$ cat config.mk
export PLATFORM = sky130hd
export DESIGN_NAME = scancode_set1_key_translator
export DESIGN_NICKNAME = d
export VERILOG_FILES = /design/src/hdl/s1kt_pkg.sv /design/src/hdl/scancode_set1_key_translator.sv /design/src/hdl/s1kt_decode.sv
export SDC_FILE = /design/constraint.sdc
export NUM_CORES = 1
export LEC_CHECK = 0
export ABC_AREA = 1
export BUFFER_PORTS_ARGS = -buffer_cell sky130_fd_sc_hd__buf_2
export CORE_MARGIN = 1
export CORE_UTILIZATION = 40
export CTS_CLUSTER_SIZE = 12
export DETAILED_ROUTE_END_ITERATION = 10
export GPL_TIMING_DRIVEN = 0
export PLACE_DENSITY_LB_ADDON = 0.08
export SYNTH_ARGS = -nofsm -noshare
export SYNTH_HDL_FRONTEND = slang
export SYNTH_HIERARCHICAL = 1
export SYNTH_SLANG_ARGS = --single-unit
$ cat constraint.sdc
create_clock -name clk_i -period 3.24 [get_ports clk_i]
set_input_delay 0.324 -clock clk_i [delete_from_list [all_inputs] [get_ports clk_i]]
set_output_delay 0.324 -clock clk_i [all_outputs]
set_load 0.1 [all_outputs]
$ cat src/hdl/s1kt_pkg.sv
// ----------------------------------------------------------------------------
// s1kt_pkg
// Shared types, scancodes and the key code ROM for the set-1 key translator.
// ----------------------------------------------------------------------------
package s1kt_pkg;

  localparam int unsigned ConsoleCountDefault = 12;

  typedef enum logic [2:0] {
    KIND_NONE    = 3'd0,
    KIND_KEY     = 3'd1,
    KIND_CONSOLE = 3'd2,
    KIND_LEDS    = 3'd3,
    KIND_REBOOT  = 3'd4
  } kind_e;

  typedef struct packed {
    kind_e      kind;
    logic [7:0] key_code;
    logic [3:0] console_index;
    logic [2:0] led_bits;
  } result_t;

  // modifier flag bit positions
  localparam int unsigned FlagAlt    = 0;
  localparam int unsigned FlagCtrl   = 1;
  localparam int unsigned FlagShift  = 2;
  localparam int unsigned FlagScroll = 3;
  localparam int unsigned FlagNum    = 4;
  localparam int unsigned FlagCaps   = 5;

  typedef logic [5:0] flags_t;

  localparam logic [7:0] ScRelease  = 8'h80;
  localparam logic [7:0] ScCtrl     = 8'h1D;
  localparam logic [7:0] ScLShift   = 8'h2A;
  localparam logic [7:0] ScRShift   = 8'h36;
  localparam logic [7:0] ScAlt      = 8'h38;
  localparam logic [7:0] ScCaps     = 8'h3A;
  localparam logic [7:0] ScF1       = 8'h3B;
  localparam logic [7:0] ScF10      = 8'h44;
  localparam logic [7:0] ScNum      = 8'h45;
  localparam logic [7:0] ScScroll   = 8'h46;
  localparam logic [7:0] ScF11      = 8'h57;
  localparam logic [7:0] ScF12      = 8'h58;

  localparam logic [7:0] KcDel      = 8'h91;

  function automatic logic [7:0] key_rom(input logic [7:0] code);
    logic [7:0] k;
    case (code)
      8'h01: k = 8'h1B;  8'h02: k = 8'h31;  8'h03: k = 8'h32;  8'h04: k = 8'h33;
      8'h05: k = 8'h34;  8'h06: k = 8'h35;  8'h07: k = 8'h36;  8'h08: k = 8'h37;
      8'h09: k = 8'h38;  8'h0A: k = 8'h39;  8'h0B: k = 8'h30;  8'h0C: k = 8'h2D;
      8'h0D: k = 8'h3D;  8'h0E: k = 8'h08;  8'h0F: k = 8'h09;
      8'h10: k = 8'h71;  8'h11: k = 8'h77;  8'h12: k = 8'h65;  8'h13: k = 8'h72;
      8'h14: k = 8'h74;  8'h15: k = 8'h79;  8'h16: k = 8'h75;  8'h17: k = 8'h69;
      8'h18: k = 8'h6F;  8'h19: k = 8'h70;  8'h1A: k = 8'h5B;  8'h1B: k = 8'h5D;
      8'h1C: k = 8'h0A;  8'h1E: k = 8'h61;  8'h1F: k = 8'h73;
      8'h20: k = 8'h64;  8'h21: k = 8'h66;  8'h22: k = 8'h67;  8'h23: k = 8'h68;
      8'h24: k = 8'h6A;  8'h25: k = 8'h6B;  8'h26: k = 8'h6C;  8'h27: k = 8'h3B;
      8'h28: k = 8'h27;  8'h29: k = 8'h60;  8'h2B: k = 8'h5C;  8'h2C: k = 8'h7A;
      8'h2D: k = 8'h78;  8'h2E: k = 8'h63;  8'h2F: k = 8'h76;
      8'h30: k = 8'h62;  8'h31: k = 8'h6E;  8'h32: k = 8'h6D;  8'h33: k = 8'h2C;
      8'h34: k = 8'h2E;  8'h35: k = 8'h2F;  8'h39: k = 8'h20;
      8'h3B: k = 8'h80;  8'h3C: k = 8'h81;  8'h3D: k = 8'h82;  8'h3E: k = 8'h83;
      8'h3F: k = 8'h84;  8'h40: k = 8'h85;  8'h41: k = 8'h86;  8'h42: k = 8'h87;
      8'h43: k = 8'h88;  8'h44: k = 8'h89;
      8'h47: k = 8'h92;  8'h48: k = 8'h97;  8'h49: k = 8'h94;  8'h4A: k = 8'h2D;
      8'h4B: k = 8'h96;  8'h4C: k = 8'h35;  8'h4D: k = 8'h99;  8'h4E: k = 8'h2B;
      8'h4F: k = 8'h93;  8'h50: k = 8'h98;  8'h51: k = 8'h95;  8'h52: k = 8'h90;
      8'h53: k = 8'h91;  8'h57: k = 8'h8A;  8'h58: k = 8'h8B;
      default: k = 8'h00;
    endcase
    return k;
  endfunction

endpackage

$ cat src/hdl/scancode_set1_key_translator.sv
// ----------------------------------------------------------------------------
// scancode_set1_key_translator
// Translates raw set-1 scancode bytes into key codes, console selects,
// LED updates and reboot requests, one result per byte.
//
//   channel | signals                                        | direction
//   --------+------------------------------------------------+----------
//   in      | in_valid_i, in_ready_o, scancode_i             | sink
//   out     | out_valid_o, out_ready_i, kind_o, key_code_o,  | source
//           | console_index_o, led_bits_o                    |
//
// One beat per cycle while the output is not stalled; each beat passes the
// input register, decode and the result register.
// Reset clears both stage valids and all modifier flags.
// A stalled output holds its beat; the input register keeps filling, so
// in_ready_o drops only when both stages are full and the output is stalled.
// ----------------------------------------------------------------------------
module scancode_set1_key_translator #(
  parameter int unsigned CONSOLE_COUNT = s1kt_pkg::ConsoleCountDefault
) (
  input  logic       clk_i,
  input  logic       rst_ni,
  input  logic       in_valid_i,
  output logic       in_ready_o,
  input  logic [7:0] scancode_i,
  output logic       out_valid_o,
  input  logic       out_ready_i,
  output logic [2:0] kind_o,
  output logic [7:0] key_code_o,
  output logic [3:0] console_index_o,
  output logic [1+1:0] led_bits_o
);
  import s1kt_pkg::*;

  logic       code_valid_q;
  logic [7:0] code_q;
  logic       res_valid_q;
  result_t    res_q;
  result_t    res_d;
  flags_t     flags_q;
  flags_t     flags_d;
  logic       advance;

  assign advance    = !res_valid_q || out_ready_i;
  assign in_ready_o = !code_valid_q || advance;

  s1kt_decode #(
    .CONSOLE_COUNT(CONSOLE_COUNT)
  ) u_decode (
    .code_i  (code_q),
    .flags_i (flags_q),
    .flags_o (flags_d),
    .result_o(res_d)
  );

  always_ff @(posedge clk_i or negedge rst_ni) begin
    if (!rst_ni) begin
      code_valid_q <= 1'b0;
      res_valid_q  <= 1'b0;
      flags_q      <= '0;
    end else begin
      if (in_ready_o) begin
        code_valid_q <= in_valid_i;
      end
      if (advance) begin
        res_valid_q <= code_valid_q;
        if (code_valid_q) begin
          flags_q <= flags_d;
        end
      end
    end
  end

  always_ff @(posedge clk_i) begin
    if (in_ready_o && in_valid_i) begin
      code_q <= scancode_i;
    end
    if (advance && code_valid_q) begin
      res_q <= res_d;
    end
  end

  assign out_valid_o     = res_valid_q;
  assign kind_o          = res_q.kind;
  assign key_code_o      = res_q.key_code;
  assign console_index_o = res_q.console_index;
  assign led_bits_o      = res_q.led_bits;

endmodule

$ cat src/hdl/s1kt_decode.sv
// ----------------------------------------------------------------------------
// s1kt_decode
// Decodes one scancode against the modifier flags into a result and the
// updated flags.
// ----------------------------------------------------------------------------
module s1kt_decode #(
  parameter int unsigned CONSOLE_COUNT = s1kt_pkg::ConsoleCountDefault
) (
  input  logic [7:0]       code_i,
  input  s1kt_pkg::flags_t flags_i,
  output s1kt_pkg::flags_t flags_o,
  output s1kt_pkg::result_t result_o
);
  import s1kt_pkg::*;

  logic       is_fkey;
  logic [3:0] con;
  logic [7:0] base;
  flags_t     mod;
  flags_t     tog;
  flags_t     nxt;
  logic [7:0] key;

  always_comb begin
    is_fkey = 1'b1;
    con     = 4'd0;
    if (code_i inside {[ScF1:ScF10]}) begin
      con = 4'(code_i - ScF1);
    end else if (code_i == ScF11) begin
      con = 4'd10;
    end else if (code_i == ScF12) begin
      con = 4'd11;
    end else begin
      is_fkey = 1'b0;
    end
  end

  always_comb begin
    base = {1'b0, code_i[6:0]};
    mod  = '0;
    case (base)
      ScAlt:              mod[FlagAlt]   = 1'b1;
      ScCtrl:             mod[FlagCtrl]  = 1'b1;
      ScLShift, ScRShift: mod[FlagShift] = 1'b1;
      default:            mod = '0;
    endcase
  end

  always_comb begin
    tog = '0;
    case (code_i)
      ScScroll: tog[FlagScroll] = 1'b1;
      ScNum:    tog[FlagNum]    = 1'b1;
      ScCaps:   tog[FlagCaps]   = 1'b1;
      default:  tog = '0;
    endcase
  end

  assign key = key_rom(code_i);

  always_comb begin
    result_o = '{kind: KIND_NONE, key_code: 8'h00, console_index: 4'd0, led_bits: 3'd0};
    nxt      = flags_i;
    if (is_fkey) begin
      if ({1'b0, con} < 5'(CONSOLE_COUNT)) begin
        result_o.kind          = KIND_CONSOLE;
        result_o.console_index = con;
      end
    end else if (code_i >= ScRelease) begin
      nxt = flags_i & ~mod;
    end else if (mod != '0) begin
      nxt = flags_i | mod;
    end else if (tog != '0) begin
      nxt               = flags_i ^ tog;
      result_o.kind     = KIND_LEDS;
      result_o.led_bits = {nxt[FlagCaps], nxt[FlagNum], nxt[FlagScroll]};
    end else if (key != 8'h00) begin
      if (flags_i[FlagCtrl] && flags_i[FlagAlt] && key == KcDel) begin
        result_o.kind = KIND_REBOOT;
      end else begin
        result_o.kind     = KIND_KEY;
        result_o.key_code = key;
      end
    end
  end

  assign flags_o = nxt;

endmodule
# ---- Yosys cells after proc, flatten, opt, wreduce, memory -nomap -nowiden
# Memory sizes are Yosys's and may differ from the RTL's. A register that Yosys moved wholly into a read port is not among the register bits.
# Index checks and enable logic that the tools add are counted.
dict set report word_totals {
  output_inout_bits 20
  rom_bits 1024
  word_cells 75
  input_bits 12
  memories 1
  register_bits 34
}
dict set report classes {
  bitwise 7
  n_eq_ne 10
  add_sub_neg 1
  n_mux 26
  reduce_logical 18
  n_lt_le_gt_ge 4
}
# memory depth width rd rd_ports_with_merged_regs wr line
set mem_list {}
lappend mem_list {{(no name shown)} 128 8 1 1 0 s1kt_pkg.sv:51} ;# case (code)
# cell count
set ops {}
lappend ops {{$mux W11} 3}
lappend ops {{$eq A8 B7 Y1 const B} 4}
lappend ops {{$mux W8} 3}
lappend ops {{$eq A7 B6 Y1 const B} 3}
lappend ops {{$mux W6} 3}
lappend ops {{$mux W4} 3}
lappend ops {{$reduce_bool A6 Y1} 2}
lappend ops {{$mux W1} 9}
lappend ops {{$mux W3} 3}
lappend ops {{$eq A8 B6 Y1 const B} 1}
lappend ops {{$eq A8 B8 Y1 const B} 1}
lappend ops {{$ge A8 B6 Y1 const B} 1}
lappend ops {{$ge A8 B8 Y1 const B} 1}
lappend ops {{$le A8 B7 Y1 const B} 1}
lappend ops {{$reduce_bool A8 Y1} 1}
lappend ops {{$eq A7 B5 Y1 const B} 1}
lappend ops {{$mux W7} 1}
lappend ops {{$and A6 B6 Y6} 1}
lappend ops {{$not A3 Y6} 1}
lappend ops {{$or A6 B3 Y6} 1}
lappend ops {{$reduce_or A6 Y1} 1}
lappend ops {{$xor A6 B6 Y6} 1}
lappend ops {{$logic_and A1 B1 Y1} 5}
lappend ops {{$lt A4 B4 Y1 const B} 1}
lappend ops {{10 further kinds} 14}

# ---- Logic depth before layout (Yosys ltp)
dict set report depth {
  ltp_word 9
  depth_mapped 15
}

# ---- Hierarchy
# Netlist, hierarchy kept.
# module cells_per_inst n_inst area_per_inst_um2
set modules_own_cells {}
lappend modules_own_cells {s1kt_decode 337 1 1674.1}
lappend modules_own_cells {scancode_set1_key_translator 62 1 1112.3}

# ---- Least setup slack after synthesis
# OpenSTA, ideal clock, no wires.
dict set report synth_timing {
  kind {register -> register}
  start {reg res_valid_q (netlist: out_valid_o)}
  end {reg code_q[0] (enable)}
  stages_incl_launch_ff 4
  setup_time_ps 279
  t_required_ps 2961
  arrival_ps 2430
  period_less_slack_ps 2709
  path_slack_ps 531
  cell_sequence {dfrtp_1 -> nand3_1 -> nand2_1 -> inv_1}
}
dict set report synth_between {
  elab_chain_cells 4
}
# element line
set synth_rtl {}
lappend synth_rtl {{start, declared} scancode_set1_key_translator.sv:37} ;# logic res_valid_q;
lappend synth_rtl {{start signal, assigned} scancode_set1_key_translator.sv:66} ;# res_valid_q <= code_valid_q;
lappend synth_rtl {{$logic_not A1 Y1} scancode_set1_key_translator.sv:44} ;# assign advance = !res_valid_q || out_ready_i;
lappend synth_rtl {{$logic_or A1 B1 Y1} scancode_set1_key_translator.sv:44}
lappend synth_rtl {{$logic_or A1 B1 Y1} scancode_set1_key_translator.sv:45} ;# assign in_ready_o = !code_valid_q || advance;
lappend synth_rtl {{net in_ready_o} scancode_set1_key_translator.sv:24} ;# output logic in_ready_o,
lappend synth_rtl {{$logic_and A1 B1 Y1} scancode_set1_key_translator.sv:75} ;# if (in_ready_o && in_valid_i) begin
lappend synth_rtl {{end signal, assigned} scancode_set1_key_translator.sv:76} ;# code_q <= scancode_i;
lappend synth_rtl {{end, declared} scancode_set1_key_translator.sv:36} ;# logic [7:0] code_q;
# The timed path passes the listed nets, and every way through them passes these cells.
# A chain may end at the register's enable or synchronous reset.

# ---- Worst setup path in the final report
dict set report layout_timing {
  start {reg code_q[0]}
  end {reg res_q (netlist bit key_code_o[1]), data pin}
}
dict set report layout_between {
  elab_chain_cells 5
  word_cells_on_any_way 26
  classes_between {order compare: 3; eq/ne: 9; mux: 9; reduce/logical: 5}
}
# element line
set layout_rtl {}
lappend layout_rtl {{branches (longest 4 deep; another with $ge A8 B6 Y1)} -}
lappend layout_rtl {{$reduce_or A6 Y1 (no line) (*)} -}
lappend layout_rtl {{end signal, assigned} scancode_set1_key_translator.sv:79} ;# res_q <= res_d;
lappend layout_rtl {{end, declared} scancode_set1_key_translator.sv:38} ;# result_t res_q;
# Every way passes the cells marked *.

==> results.json <==
{
  "routed_via_density": 5.413,
  "hold_end": "code_q[7]",
  "placed_cell_area_um2": 2987,
  "drive_above_1_share": 0.1651,
  "netlist_area_um2": 2735,
  "fp.dieH_um": 84.69,
  "clockRootBuffer": "clkbuf_8",
  "final_area_um2": 3102,
  "arrival_ps": 3130,
  "start_util": 0.4235,
  "first_iter_violations": 237,
  "drt_first_pass_iters": 7,
  "fin_crit_sh": 0.9262,
  "die_area_um2": 7172,
  "path_class": "register to register",
  "critPathTopFamily": "simple AND/OR/NAND/NOR gates",
  "cp_common_cell": "nor2_1",
  "status": "complete, no violations",
  "final_core_util": 0.4802,
  "finalHoldViolCount": 0,
  "boundaryPins": 32,
  "wl_met3_um": 712,
  "ant_nets": 0,
  "r2r_cells": 12,
  "grt_max_degree": 19,
  "layout_setup_ws_ps": 239.2,
  "final-instance-count-excl-fill": 513,
  "hold_ws_ps": 207.4,
  "rsz0062_at_grt": "false",
  "pre_cts_ws_ps": 339.8,
  "worst_slew_pin_slew_ps": 647.8,
  "slew_viol_final": 0,
  "rows": 29,
  "track_usage": 0.2392,
  "rr_endpoint": "key_code_o[1]",
  "cts.htree.levels": 2,
  "grt_pass1_wl_mm": 13.08,
  "p_leak_nw": 1.553,
  "cp.required_ps": 3370,
  "yosys_warnings": 6,
  "cts_sinks": 33,
  "critPathLaunchType": "register",
  "min_path_type": "input pin to register",
  "setup_viol": 0,
  "slew_headroom": 0.5677,
  "n_antenna_cell": 0,
  "critPathSlowestCell": "edfxtp_1",
  "die_w_um": 84.69,
  "grt_pass1_vias": 2526,
  "synth_cells": 393,
  "cts_tree": "done",
  "reg2reg_from": "code_q[0]",
  "path_max_fanout": 10,
  "hpwl_mm": 6.081,
  "core-area_um2": 6459,
  "nets": 464,
  "antenna_found_initial": 0,
  "routed-via-count": 2777,
  "vdd_drop_max_mv": 0.3431,
  "clockBufferDepth": 2,
  "slowest_delay_ps": 630,
  "wl_per_cell_um": 15.84,
  "placed_cells": 501,
  "io_buffers": 31,
  "insertion_delay_ps": 290,
  "worstHoldStart": "scancode_i[7]",
  "numCtsBuffers": 5,
  "cp-end-kind": "register",
  "fin_crit_ps": 3001,
  "cp_num_buf_inv": 1,
  "synth.avg_cell_area_um2": 6.960,
  "syn-num-nets": 422,
  "met1_length_mm": 3.655,
  "seq_area_um2": 955.9,
  "r2r_slack_ps": 240,
  "clkTransAtPathRegs_ps": 70,
  "flow.area_growth_from_synthesis_pct": 13.40,
  "total_power_mw": 1.502,
  "setup_tns_ps": 0,
  "holdPathStages": 1,
  "n_fill_cell": 689,
  "routed_wl_mm": 8.128,
  "multi_input_area_um2": 1540,
  "cap_violations": 0,
  "globalRouteOverflowTotal": 0,
  "powerDensity_nw_per_um2": 484.2,
  "highest_layer": "met4",
  "gp_congestion": 0.9703,
  "max_freq_mhz": 333.2,
  "crit_chain": "inv_1 -> ha_1 -> nor2_1 -> nor2_1 -> nand2_1 -> nand2_1 -> nand3_1 -> o21ai_1 -> nor2_1 -> nand3_2 -> nand2_2 -> a21oi_1",
  "fin_skew_ps": 10.42,
  "drc": 0,
  "routed-wl-met2_mm": 3.507
}
## final cells by class
type / instances / share of cell area
inverters: 40 / 0.04921
clock inverters: 2 / 0.003227
plain buffers: 11 / 0.02783
repair buffers: 35 / 0.06051
multi-input cells: 309 / 0.4966
flip-flops and latches: 33 / 0.3082
clock buffers: 6 / 0.02340
well taps: 77 / 0.03106
## registers in the layout (all words and copies together), names as in the netlist
name / count
out_valid_o: 1
flags_q: 5
led_bits_o: 3
console_index_o: 4
key_code_o: 8
kind_o: 3
code_valid_q: 1
code_q: 8
## how the worst max path moves through the flow
stage,from,to,slack [ps],cells after the start
floorplan,out_valid_o,code_q[0],530,3
global placement,code_q[0],key_code_o[1],230,12
detailed placement,code_q[1],key_code_o[1],340,12
CTS,code_q[1],key_code_o[1],320,12
global route,code_q[0],key_code_o[7],20,12
finish,code_q[0],key_code_o[1],240,12
## power breakdown
part / internal, mW / leakage, nW / switching (mW) / total, mW
clock: 0.149 / 0.0450 / 0.148 / 0.297
sequential: 0.529 / 0.349 / 0.0385 / 0.568
combinational: 0.142 / 1.16 / 0.495 / 0.637
## worst register-to-register path: stages, from the launching register on
cell	delay [ps]
edfxtp_1	630
inv_1	320
ha_1	470
nor2_1	90
nor2_1	240
nand2_1	100
nand2_1	90
nand3_1	120
o21ai_1	270
nor2_1	130
nand3_2	120
nand2_2	110
a21oi_1	150
## placed cells by master, fill, tap and decap left out, types with 3 or more instances in the layout
cell	instances
clkbuf_8	5
buf_4	8
inv_1	35
edfxtp_1	26
buf_2	34
nor2_2	7
nand2_2	3
inv_2	4
nand2_1	136
nand3_1	54
buf_6	3
dfrtp_1	7
nand4_1	5
o21ai_0	7
nor2_1	42
nor3_1	5
o21ai_1	4
a21oi_1	10
ha_1	17
## repair_timing
item | CTS | global route
endpoints found under the setup margin | 0 | 4
hold buffers | 1 | 0
endpoints found under the hold margin | 7 | 0
buffers inserted | 0 | 3
gates resized for setup | 0 | 0
## routing by layer
metal	vias up	track usage
met2	153	0.3570
met5	-	0
met3	29	0.06785
met1	1236	0.3278
met4	0	0.09245
li1	1359	-
(Power assumes the default switching activity.)
